==> src/zrff_pkg.sv <==
// Package for the zero-run first-fit allocator: field widths, op codes,
// controller states and the command and status structs between the two halves.
// Depends on nothing; every module of the block imports it.
package zrff_pkg;

    localparam int unsigned SIZE_W = 9;
    localparam int unsigned ADDR_W = 8;
    localparam int unsigned DATA_W = 8;
    localparam int unsigned OP_W   = 2;
    localparam int unsigned RUN_W  = 10;

    typedef enum logic [OP_W-1:0] {
        OP_WRITE = 2'd0,
        OP_ALLOC = 2'd1,
        OP_FREE  = 2'd2
    } op_t;

    typedef enum logic [2:0] {
        ST_IDLE,
        ST_DECODE,
        ST_ALLOC,
        ST_FREE,
        ST_RESP
    } state_t;

    typedef enum logic [1:0] {
        RES_HOLD,
        RES_FAIL,
        RES_DONE,
        RES_FOUND
    } res_cmd_t;

    typedef struct packed {
        logic     load;
        logic     start;
        logic     issue;
        logic     check;
        logic     write;
        logic     clear;
        res_cmd_t res;
    } dp_cmd_t;

    typedef struct packed {
        logic [OP_W-1:0] op;
        logic            len_zero;
        logic            addr_in_pool;
        logic            chk_vld;
        logic            chk_zero;
        logic            chk_last;
        logic            fits;
        logic            cand_big;
    } dp_sts_t;

endpackage

==> src/zrff_dp.sv <==
// Datapath of the allocator: pool memory with per-byte valid bits, item
// registers, scan pointers, zero-run counter and the result register.
// Depends on zrff_pkg; driven by zrff_ctrl through dp_cmd_t.
module zrff_dp
    import zrff_pkg::*;
#(
    parameter int unsigned POOL_DEPTH = 256
)
(
    input  logic              clk,
    input  logic              rst_n,
    input  logic              cfg_wr_en,
    input  logic [SIZE_W-1:0] cfg_wr_data,
    input  logic [OP_W-1:0]   op,
    input  logic [ADDR_W-1:0] addr,
    input  logic [DATA_W-1:0] data,
    input  logic [SIZE_W-1:0] size,
    input  dp_cmd_t           cmd,
    output dp_sts_t           sts,
    output logic              ok,
    output logic [ADDR_W-1:0] result_addr
);

    // Only the first MEM_DEPTH bytes (at most 256) can ever be written; the rest always read zero.
    localparam int unsigned MEM_DEPTH = (POOL_DEPTH < 256) ? POOL_DEPTH : 256;
    localparam int unsigned MEM_AW    = $clog2(MEM_DEPTH);
    localparam logic [SIZE_W-1:0] SIZE_CAP =
        (POOL_DEPTH < 511) ? SIZE_W'(POOL_DEPTH) : {SIZE_W{1'b1}};
    localparam logic [SIZE_W-1:0] MEM_TOP = SIZE_W'(MEM_DEPTH);

    logic [DATA_W-1:0]    mem [MEM_DEPTH];
    logic [MEM_DEPTH-1:0] vld_reg;

    logic [SIZE_W-1:0] size_reg;
    logic [OP_W-1:0]   op_reg;
    logic [ADDR_W-1:0] addr_reg;
    logic [DATA_W-1:0] data_reg;
    logic [SIZE_W-1:0] len_reg;
    logic [SIZE_W-1:0] rd_ptr_reg;
    logic [SIZE_W-1:0] chk_ptr_reg;
    logic              chk_vld_reg;
    logic [RUN_W-1:0]  run_reg;
    logic [DATA_W-1:0] rd_data_reg;
    logic              rd_hit_reg;
    logic              ok_reg;
    logic [ADDR_W-1:0] res_addr_reg;

    logic [SIZE_W-1:0] pool_n;
    logic [SIZE_W-1:0] last_ptr;
    logic              rd_in_pool;
    logic              rd_in_mem;
    logic              chk_in_mem;
    logic [MEM_AW-1:0] rd_idx;
    logic [MEM_AW-1:0] chk_idx;
    logic [MEM_AW-1:0] wr_idx;
    logic              chk_zero;
    logic [SIZE_W:0]   start_diff;
    logic              cand_big;
    logic [RUN_W-1:0]  run_need;
    logic [RUN_W-1:0]  run_inc;
    logic              fits;
    logic              addr_in_pool;

    always_comb
    begin
        if (size_reg == '0)
        begin
            pool_n = SIZE_W'(1);
        end
        else if (size_reg > SIZE_CAP)
        begin
            pool_n = SIZE_CAP;
        end
        else
        begin
            pool_n = size_reg;
        end
    end

    assign last_ptr     = pool_n - SIZE_W'(1);
    assign rd_in_pool   = rd_ptr_reg < pool_n;
    assign rd_in_mem    = rd_ptr_reg < MEM_TOP;
    assign chk_in_mem   = chk_ptr_reg < MEM_TOP;
    assign rd_idx       = rd_ptr_reg[MEM_AW-1:0];
    assign chk_idx      = chk_ptr_reg[MEM_AW-1:0];
    assign wr_idx       = addr_reg[MEM_AW-1:0];
    assign addr_in_pool = {1'b0, addr_reg} < pool_n;

    // An entry never written since the last clear reads as zero.
    assign chk_zero = !rd_hit_reg || (rd_data_reg == '0);

    // Candidate start for a run ending at the checked byte. The run counter
    // starts at one to stand for the free byte assumed before address zero.
    assign start_diff = {1'b0, chk_ptr_reg} - {1'b0, len_reg};
    assign cand_big   = !start_diff[SIZE_W] && start_diff[ADDR_W];
    assign run_need   = {1'b0, len_reg} + RUN_W'(1);
    assign run_inc    = (run_reg == '1) ? run_reg : run_reg + RUN_W'(1);
    assign fits       = chk_zero && (run_reg >= run_need) && !cand_big;

    always_comb
    begin
        sts.op           = op_reg;
        sts.len_zero     = (len_reg == '0);
        sts.addr_in_pool = addr_in_pool;
        sts.chk_vld      = chk_vld_reg;
        sts.chk_zero     = chk_zero;
        sts.chk_last     = (chk_ptr_reg == last_ptr);
        sts.fits         = fits;
        sts.cand_big     = cand_big;
    end

    always_ff @(posedge clk or negedge rst_n)
    begin
        if (!rst_n)
        begin
            size_reg <= SIZE_W'(256);
        end
        else if (cfg_wr_en)
        begin
            size_reg <= cfg_wr_data;
        end
    end

    always_ff @(posedge clk or negedge rst_n)
    begin
        if (!rst_n)
        begin
            vld_reg <= '0;
        end
        else if (cfg_wr_en)
        begin
            vld_reg <= '0;
        end
        else if (cmd.write)
        begin
            vld_reg[wr_idx] <= 1'b1;
        end
        else if (cmd.clear && chk_in_mem)
        begin
            vld_reg[chk_idx] <= 1'b0;
        end
    end

    always_ff @(posedge clk)
    begin
        if (cmd.write)
        begin
            mem[wr_idx] <= data_reg;
        end
        if (cmd.issue)
        begin
            rd_data_reg <= mem[rd_idx];
        end
    end

    always_ff @(posedge clk)
    begin
        if (cmd.load)
        begin
            op_reg   <= op;
            addr_reg <= addr;
            data_reg <= data;
            len_reg  <= size;
        end
        if (cmd.start)
        begin
            rd_ptr_reg <= (op_reg == OP_FREE) ? {1'b0, addr_reg} : '0;
            run_reg    <= RUN_W'(1);
        end
        else
        begin
            if (cmd.issue)
            begin
                if (rd_in_pool)
                begin
                    rd_ptr_reg <= rd_ptr_reg + SIZE_W'(1);
                end
                chk_ptr_reg <= rd_ptr_reg;
                rd_hit_reg  <= rd_in_mem && vld_reg[rd_idx];
            end
            if (cmd.check)
            begin
                run_reg <= chk_zero ? run_inc : '0;
            end
        end
    end

    always_ff @(posedge clk or negedge rst_n)
    begin
        if (!rst_n)
        begin
            chk_vld_reg <= 1'b0;
        end
        else if (cmd.start)
        begin
            chk_vld_reg <= 1'b0;
        end
        else if (cmd.issue)
        begin
            chk_vld_reg <= rd_in_pool;
        end
    end

    always_ff @(posedge clk)
    begin
        case (cmd.res)
            RES_FAIL:
            begin
                ok_reg       <= 1'b0;
                res_addr_reg <= '0;
            end
            RES_DONE:
            begin
                ok_reg       <= 1'b1;
                res_addr_reg <= '0;
            end
            RES_FOUND:
            begin
                ok_reg       <= 1'b1;
                res_addr_reg <= start_diff[ADDR_W-1:0];
            end
            default:
            begin
                ok_reg       <= ok_reg;
                res_addr_reg <= res_addr_reg;
            end
        endcase
    end

    assign ok          = ok_reg;
    assign result_addr = res_addr_reg;

    // A free only clears bytes that were checked and found in use.
    a_clear_used: assert property (@(posedge clk) disable iff (!rst_n)
        cmd.clear |-> (chk_vld_reg && !chk_zero))
        else $error("free cleared a byte that was not in use");

    a_write_in_pool: assert property (@(posedge clk) disable iff (!rst_n)
        cmd.write |-> addr_in_pool)
        else $error("byte write outside the pool");

    a_found_fits: assert property (@(posedge clk) disable iff (!rst_n)
        (cmd.res == RES_FOUND) |-> (fits && chk_vld_reg))
        else $error("allocation reported without a fitting run");

endmodule

==> src/zrff_ctrl.sv <==
// Controller of the allocator: sequences decode, scans and the result beat.
// Depends on zrff_pkg; drives zrff_dp through dp_cmd_t, reads dp_sts_t.
module zrff_ctrl
    import zrff_pkg::*;
(
    input  logic    clk,
    input  logic    rst_n,
    input  logic    in_valid,
    output logic    in_ready,
    output logic    out_valid,
    input  logic    out_ready,
    input  dp_sts_t sts,
    output dp_cmd_t cmd
);

    state_t state_reg;
    state_t state_next;

    always_ff @(posedge clk or negedge rst_n)
    begin
        if (!rst_n)
        begin
            state_reg <= ST_IDLE;
        end
        else
        begin
            state_reg <= state_next;
        end
    end

    always_comb
    begin
        state_next = state_reg;
        cmd        = '0;
        cmd.res    = RES_HOLD;
        in_ready   = 1'b0;
        out_valid  = 1'b0;
        unique case (state_reg)
            ST_IDLE:
            begin
                in_ready = 1'b1;
                if (in_valid)
                begin
                    cmd.load   = 1'b1;
                    state_next = ST_DECODE;
                end
            end
            ST_DECODE:
            begin
                state_next = ST_RESP;
                case (sts.op)
                    OP_WRITE:
                    begin
                        if (sts.addr_in_pool)
                        begin
                            cmd.write = 1'b1;
                            cmd.res   = RES_DONE;
                        end
                        else
                        begin
                            cmd.res = RES_FAIL;
                        end
                    end
                    OP_ALLOC:
                    begin
                        if (sts.len_zero)
                        begin
                            cmd.res = RES_FAIL;
                        end
                        else
                        begin
                            cmd.start  = 1'b1;
                            state_next = ST_ALLOC;
                        end
                    end
                    OP_FREE:
                    begin
                        if (sts.addr_in_pool)
                        begin
                            cmd.start  = 1'b1;
                            state_next = ST_FREE;
                        end
                        else
                        begin
                            cmd.res = RES_FAIL;
                        end
                    end
                    default:
                    begin
                        cmd.res = RES_FAIL;
                    end
                endcase
            end
            ST_ALLOC:
            begin
                // Reads run one byte ahead of the check.
                cmd.issue = 1'b1;
                if (sts.chk_vld)
                begin
                    if (sts.fits)
                    begin
                        cmd.res    = RES_FOUND;
                        state_next = ST_RESP;
                    end
                    else if (sts.cand_big || sts.chk_last)
                    begin
                        cmd.res    = RES_FAIL;
                        state_next = ST_RESP;
                    end
                    else
                    begin
                        cmd.check = 1'b1;
                    end
                end
            end
            ST_FREE:
            begin
                cmd.issue = 1'b1;
                if (sts.chk_vld)
                begin
                    if (sts.chk_zero)
                    begin
                        cmd.res    = RES_DONE;
                        state_next = ST_RESP;
                    end
                    else
                    begin
                        cmd.clear = 1'b1;
                        if (sts.chk_last)
                        begin
                            cmd.res    = RES_DONE;
                            state_next = ST_RESP;
                        end
                    end
                end
            end
            ST_RESP:
            begin
                out_valid = 1'b1;
                if (out_ready)
                begin
                    state_next = ST_IDLE;
                end
            end
            default:
            begin
                state_next = ST_IDLE;
            end
        endcase
    end

    a_accept_decode: assert property (@(posedge clk) disable iff (!rst_n)
        (in_valid && in_ready) |=> (state_reg == ST_DECODE))
        else $error("accepted item not decoded next cycle");

    a_result_shown: assert property (@(posedge clk) disable iff (!rst_n)
        (cmd.res != RES_HOLD) |=> (state_reg == ST_RESP))
        else $error("result loaded without a result beat");

endmodule

==> src/zero_run_first_fit_allocator_core.sv <==
// Top level of the zero-run first-fit allocator: controller plus datapath.
// Depends on zrff_pkg, zrff_ctrl and zrff_dp.
//
//  channel | signals                           | direction
//  --------+-----------------------------------+----------
//  in      | in_valid, in_ready, op, addr,     | in
//          | data, size                        |
//  out     | out_valid, out_ready, ok,         | out
//          | result_addr                       |
//  cfg     | cfg_wr_en, cfg_wr_data            | in
//
// A write, a failed check or an allocate of size zero goes from accept through
// the decode state to the result beat. A free clears bytes from addr until it meets a
// zero byte or the pool end, and an allocate scans up to the effective pool size,
// one pool byte per cycle through the single read port of the pool memory.
// Reset and every pool-size write clear the pool at once through per-byte
// valid bits. One item is in work at a time; a stalled result beat holds
// input acceptance off until it is taken.
module zero_run_first_fit_allocator_core
    import zrff_pkg::*;
#(
    parameter int unsigned POOL_DEPTH = 256
)
(
    input  logic              clk,
    input  logic              rst_n,
    input  logic              cfg_wr_en,
    input  logic [SIZE_W-1:0] cfg_wr_data,
    input  logic              in_valid,
    output logic              in_ready,
    input  logic [OP_W-1:0]   op,
    input  logic [ADDR_W-1:0] addr,
    input  logic [DATA_W-1:0] data,
    input  logic [SIZE_W-1:0] size,
    output logic              out_valid,
    input  logic              out_ready,
    output logic              ok,
    output logic [ADDR_W-1:0] result_addr
);

    dp_cmd_t cmd;
    dp_sts_t sts;

    zrff_ctrl u_ctrl (
        .clk       (clk),
        .rst_n     (rst_n),
        .in_valid  (in_valid),
        .in_ready  (in_ready),
        .out_valid (out_valid),
        .out_ready (out_ready),
        .sts       (sts),
        .cmd       (cmd)
    );

    zrff_dp #(
        .POOL_DEPTH (POOL_DEPTH)
    ) u_dp (
        .clk         (clk),
        .rst_n       (rst_n),
        .cfg_wr_en   (cfg_wr_en),
        .cfg_wr_data (cfg_wr_data),
        .op          (op),
        .addr        (addr),
        .data        (data),
        .size        (size),
        .cmd         (cmd),
        .sts         (sts),
        .ok          (ok),
        .result_addr (result_addr)
    );

endmodule

==> config.mk <==
export PLATFORM = sky130hd
export DESIGN_NAME = zero_run_first_fit_allocator_core
export DESIGN_NICKNAME = d
export VERILOG_FILES = /design/src/zrff_pkg.sv /design/src/zrff_dp.sv /design/src/zrff_ctrl.sv /design/src/zero_run_first_fit_allocator_core.sv
export SDC_FILE = /design/constraint.sdc
export NUM_CORES = 2
export LEC_CHECK = 0
export ABC_AREA = 1
export BUFFER_PORTS_ARGS = -buffer_cell sky130_fd_sc_hd__buf_2
export CORE_MARGIN = 8
export CORE_UTILIZATION = 45
export CTS_CLUSTER_DIAMETER = 150
export CTS_CLUSTER_SIZE = 20
export DETAILED_ROUTE_END_ITERATION = 8
export HOLD_SLACK_MARGIN = 0.02
export SKIP_LAST_GASP = 1
export SYNTH_ARGS = -nofsm -noshare
export SYNTH_HDL_FRONTEND = slang
export SYNTH_SLANG_ARGS = --single-unit
export TNS_END_PERCENT = 10
==> constraint.sdc <==
create_clock -name clk -period 7.5 [get_ports clk]
set_input_delay 1.125 -clock clk [delete_from_list [all_inputs] [get_ports clk]]
set_output_delay 1.125 -clock clk [all_outputs]
set_load 0.01 [all_outputs]
After elaboration in Yosys (flattened, before gate mapping)
Memory sizes are Yosys's and may differ from the RTL's. A register that Yosys moved wholly into a read port is not among the register bits.
Cells that the tools add are included.
{ "totals": {"reg_bits": 334, "latch_bits": 0, "mem_bits_rw": 2048, "romBits": 0, "elab_cells": 145, "mem_count": 1} }
{ "mem_list": {"columns": ["name", "words", "width", "rd", "rd_ports_with_merged_regs", "wr", "line_no", "source"], "rows": [
  ["u_dp.mem", 256, 8, 1, 1, 1, "zrff_dp.sv:31", "logic [DATA_W-1:0] mem [MEM_DEPTH];"]
]} }
{ "classes": {"n_addsub": 5, "n_mul": 0, "div": 0, "magnitude_cmp": 11, "n_eq_ne": 18, "n_shift": 0, "muxes": 63, "bitwise_logic": 4, "n_reduce_logical": 29} }
{ "ops": {"columns": ["op", "count"], "rows": [
  ["256-bit 2-to-1 mux", 3],
  ["256-bit bitwise AND", 1],
  ["256-bit NOT", 1],
  ["256-bit bitwise OR", 1],
  ["9-bit 2-to-1 mux", 5],
  ["3-bit 2-to-1 mux", 11],
  ["8-bit by 9-bit less-than comparator with 1-bit output (second input constant)", 3],
  ["1-bit 2-to-1 mux", 26],
  ["10-bit 2-to-1 mux", 2],
  ["9-bit logical NOT", 2],
  ["9-bit less-than comparator (second input constant)", 2],
  ["1-bit demux with 8-bit select", 2],
  ["8-bit by 1-bit greater-or-equal comparator with 1-bit output (second input constant)", 2],
  ["8-bit case mux with 2 select lines", 1],
  ["3-bit case mux with 5 select lines", 1],
  ["2-bit case mux with 3 select lines", 2],
  ["10-bit by 1-bit adder with 10-bit output (second input constant)", 1],
  ["9-bit by 1-bit adder with 10-bit output (second input constant)", 1],
  ["10-bit equality test (second input constant)", 1],
  ["10-bit greater-or-equal comparator", 1],
  ["2-bit 2-to-1 mux", 5],
  ["9-bit by 9-bit subtractor with 10-bit output", 1],
  ["9-bit by 1-bit adder with 9-bit output (second input constant)", 1],
  ["9-bit equality test", 1],
  ["28 further kinds", 53]
]} }

Longest topological paths before layout
{ "logic_depth": {"word_depth": 13, "ltp_mapped": 20} }

Cells and area by module
From an unflattened synthesis, not the netlist that was laid out.
{ "hier_totals": {"cells_unflattened": 8768, "area_unflattened_um2": 100527.7} }
{ "by_module_without_submodules": {"columns": ["module", "instances", "cells_per_inst", "area_each_um2", "seq_area_each_um2"], "rows": [
  ["zrff_dp", 1, 8693, 100096.0, 70248.6],
  ["zrff_ctrl", 1, 75, 431.7, 75.1]
]} }

Worst setup path after synthesis
OpenSTA, ideal clock, no wires.
{ "synth_timing": {"kind": "register to register", "from": "reg u_dp.data_reg[0]", "to": "mem u_dp.mem[0][0] (data pin)", "setup_ns": 0.817, "t_arrival_ns": 3.228, "required_time_ns": 6.683, "path_slack_ns": 3.454, "stages_incl_launch_ff": 1, "synth_period_minus_slack_ns": 4.046, "cell_sequence": "edfxtp_1"} }
{ "synth_lines": {"columns": ["element", "line_no", "source"], "rows": [
  ["start, declared", "zrff_dp.sv:37", "logic [DATA_W-1:0] data_reg;"],
  ["start signal, assigned", "zrff_dp.sv:162", "data_reg <= data;"],
  ["end, declared", "zrff_dp.sv:31", null]
]} }
Straight into the memory's write port.

Final worst setup path
{ "layout_timing": {"from": "reg u_dp.size_reg[7]", "to": "reg u_dp.vld_reg[140]"} }
{ "layout_between": {"elab_chain_cells": 9, "word_cells_on_any_way": 11, "classes_between": "order compare (2); mux (7); reduce/logical (2)"} }
{ "layout_lines": {"columns": ["element", "line_no", "source"], "rows": [
  ["start, declared", "zrff_dp.sv:34", "logic [SIZE_W-1:0] size_reg;"],
  ["start signal, assigned", "zrff_dp.sv:120", "size_reg <= cfg_wr_data;"],
  ["9-bit greater-than comparator", "zrff_dp.sv:70", "else if (size_reg > SIZE_CAP)"],
  ["9-bit 2-to-1 mux", "zrff_dp.sv:70", null],
  ["9-bit 2-to-1 mux (*)", "zrff_dp.sv:66", "if (size_reg == '0)"],
  ["8-bit by 9-bit less-than comparator with 1-bit output (*)", "zrff_dp.sv:87", "assign addr_in_pool = {1'b0, addr_reg} < pool_n;"],
  ["1-bit 2-to-1 mux (*)", "zrff_ctrl.sv:54", "if (sts.addr_in_pool)"],
  ["1-bit 2-to-1 mux (*)", "zrff_ctrl.sv:51", "case (sts.op)"],
  ["1-bit 2-to-1 mux (*)", "zrff_ctrl.sv:38", "unique case (state_reg)"],
  ["256-bit 2-to-1 mux", "zrff_dp.sv:134", "else if (cmd.write)"],
  ["256-bit 2-to-1 mux", "zrff_dp.sv:130", "else if (cfg_wr_en)"],
  ["end signal, assigned", "zrff_dp.sv:128", "vld_reg <= '0;"],
  ["end signal, assigned", "zrff_dp.sv:132", "vld_reg <= '0;"],
  ["end signal, assigned by index", "zrff_dp.sv:136", "vld_reg[wr_idx] <= 1'b1;"],
  ["end, declared", "zrff_dp.sv:32", "logic [MEM_DEPTH-1:0] vld_reg;"]
]} }
Mark *: on every way between the ends. The rest lies on a longest branch, timed or not.
A chain may end at the register's enable or synchronous reset.

==> out/metrics.cfg <==
[synth]
synthTopCellsByArea = edfxtp_1, o21ai_0, nor2_1
syn_area_um2 = 98510
synthArstFlopShare = 0.1126
ys_ff_latch = 2390
synth.distinct_cells = 56
synth-seq-area-share = 0.7139
post_synth.cell_area_avg_um2 = 12.06
synth_cells = 8169
ys.flop_type = edfxtp_1
synth_fp_nets = 8254
synth_edf_count = 2111
synth_top_area_frac = 0.6435
yosys.area.top_type = edfxtp_1
ys_warn_count = 0

[routing]
first_pass_iters = 6
wirelength_um = 319700
routedWlPerCell_um = 29.40
drc = 0
drt_iter0_drc = 10520
post_drt_via_cell_ratio = 6.319
num_vias = 68720
detail-route-antenna-nets = 0

[cts]
clockBufferDepth = 3
post-cts-setup-buffers = 0
h-tree-depth = 4
clkTransAtPathRegs_ps = 90
cts_buffers = 137
clock-root-buffer = clkbuf_16
cts_sinks = 2390
cts_resized = 0
ctsHoldBuffers = 0
clock_latency_ps = 840
cts_tree = yes

[timing]
worst_pin_slew_ps = 1245
post-route-period-util = 0.6315
final-setup-viol-count = 0
final_hold_viol_count = 0
fmax_mhz = 211.1
slew_headroom = 0.1670
setup_tns_ps = 0
skew_ps = 42.90
fin_crit_ps = 4736
rsz0062_at_grt = no
drv_slew = 0

[cells_and_area]
layout-area-overhead-vs-synth_pct = 7.077
drive_gt1_frac = 0.06891
fin_util = 0.4852
fin_nets = 7994
largest_reg_flops = 2048

[status]
status = complete, no violations

[critical_path]
rrSetupSlack_ps = 2760
critPathMaxFanout = 16
cp-start-kind = register
reg2regPathDepth = 14
worstReg2RegEnd = u_dp.vld_reg[140]
critPathCaptureType = register
r2r-start = u_dp.size_reg[7]
critPathArrivalTime_ps = 5470
worst-setup-path-type = register to register
critPathRequiredTime_ps = 8240

[die]
die_w_um = 483.9
rows = 171
io-pin-count = 52
core_area_um2 = 217400
die_area_um2 = 234100
initial_core_util = 0.4532
die_y_um = 483.9

[global_route]
grt_max_degree = 199
antenna_found_initial = 15
grt_pass1_vias = 64460
grt_pass1_wl_um = 455800
track_usage = 0.2606
grt_overflow_total = 0

[power_and_ir_drop]
ir_drop_uv = 273.0
p_per_area_nw_per_um2 = 302.0
power.leakage_nw = 34.17

[place]
io_buffers = 51
gp_congestion = 0.8967
dp_hpwl_um = 183900

[job]
max-cap-violations = 0

[worst_hold_path]
min_path_type = primary input to async pin

==> critical path: stages, from the launching register on <==
cell and delay (ps):
dfrtp_1 430, nor2_1 130, nand2_1 110, o21ai_4 310
nand2_1 190, ha_1 320, nand2_1 80, o21ai_0 110
a21oi_1 170, nand2_2 140, nor2_4 410, nand3_1 900
nor2_1 990, nor2_1 110, a211oi_1 190
==> power by group <==
| part | internal, mW | leakage (nW) | switching (mW) |
|---|---|---|---|
| clock network | 3.62 | 1.92 | 4.33 |
| registers | 15.3 | 22.8 | 0.157 |
| logic | 1.96 | 9.45 | 6.54 |
==> how the worst max path moves through the flow <==
stage / to / slack [ps] / depth (start not counted) / from
floorplan: u_dp.mem[0][0] / 3450 / 0 / u_dp.data_reg[0]
global placement: u_dp.mem[139][1] / 2770 / 12 / u_dp.size_reg[5]
detailed placement: u_dp.vld_reg[140] / 2810 / 14 / u_dp.size_reg[5]
CTS: u_dp.vld_reg[140] / 2790 / 14 / u_dp.size_reg[5]
global route: u_dp.vld_reg[140] / 2490 / 14 / u_dp.size_reg[5]
finish: u_dp.vld_reg[140] / 2760 / 14 / u_dp.size_reg[7]
==> through the flow <==
stage          hold WS [ps]  instances  total power [mW]  area, µm²  setup WS, ps
4_1_cts               232.4      10870             31.72     105500          2793
6_report              233.5      10870             31.85     105500          2764
2_1_floorplan         474.5       8169             20.63      98510          3454
3_5_place_dp          503.2      10620             23.99     101400          2813
5_1_grt               253.7      10870             32.87     105500          2492
3_3_place_gp          498.0      10620             23.94     101400          2772
==> kinds of logic (layout without fill, tap and decap cells) <==
family,Yosys count,in the layout,synth area share
compound gates,2516,2516,0.1484
xor+xnor,31,31,0.002756
fa+ha+maj,44,44,0.005665
buf+inv,725,567,0.02872
flops,2390,2390,0.7139
mux,3,3,0.0003049
other cells,0,9,0
simple gates,2460,2460,0.1003
==> final cells by class <==
class,instances,area [µm²]
inverter,139,553.0
multi-input combinational,5054,25370
clock buffer,233,3938
tap,2854,3571
sequential,2390,70320
antenna,9,22.52
timing repair buffer,187,1602
clock inverter,8,95.09
fill,19200,111900
==> metal layers <==
metal / vias to the layer above / routed length [µm] / global-route usage
met5: - / 47 / 0
met4: 8 / 14650 / 0.1101
li1: 29520 / - / -
met1: 34300 / 127100 / 0.3615
met2: 4237 / 141600 / 0.3929
met3: 647 / 36370 / 0.06439
==> cell usage after synthesis, types with 3 or more instances <==
library cell	instances
ha_1	43
xnor2_1	6
a211oi_2	3
o221a_2	113
o211ai_1	5
nor4_1	5
nor2_1	1875
nand2_2	4
buf_2	57
nor3_2	3
a211oi_1	119
o21ai_0	1469
nand2_1	336
edfxtp_1	2111
nor3b_1	3
inv_2	5
xor2_1	25
clkinv_1	6
dfrtp_1	268
nand3b_1	8
mux2i_1	3
nand4_1	10
nand3_1	127
a21oi_1	85
nor2_2	29
nand2_4	4
a31oi_1	3
buf_6	4
o22ai_1	687
o31ai_1	10
buf_1	27
inv_1	127
clkbuf_1	497
o32ai_1	8
nor2_4	26
o211a_1	5
nor3_1	21
or2_2	5
dfxtp_1	10
==> placed cells by master (no fill, tap or decap), drive strengths merged, types with 10 or more instances in the layout <==
| cell type | instances |
|---|---|
| edfxtp | 2111 |
| nor2 | 1931 |
| o21ai | 1471 |
| o22ai | 687 |
| nand2 | 344 |
| dfrtp | 268 |
| clkbuf | 233 |
| buf | 187 |
| inv | 131 |
| nand3 | 128 |
| a211oi | 122 |
| o221a | 113 |
| a21oi | 85 |
| ha | 43 |
| xor2 | 25 |
| nor3 | 24 |
| clkinv | 16 |
| nand4 | 10 |
| o31ai | 10 |
| dfxtp | 10 |
Note: power is estimated with default switching activity, not from simulation.
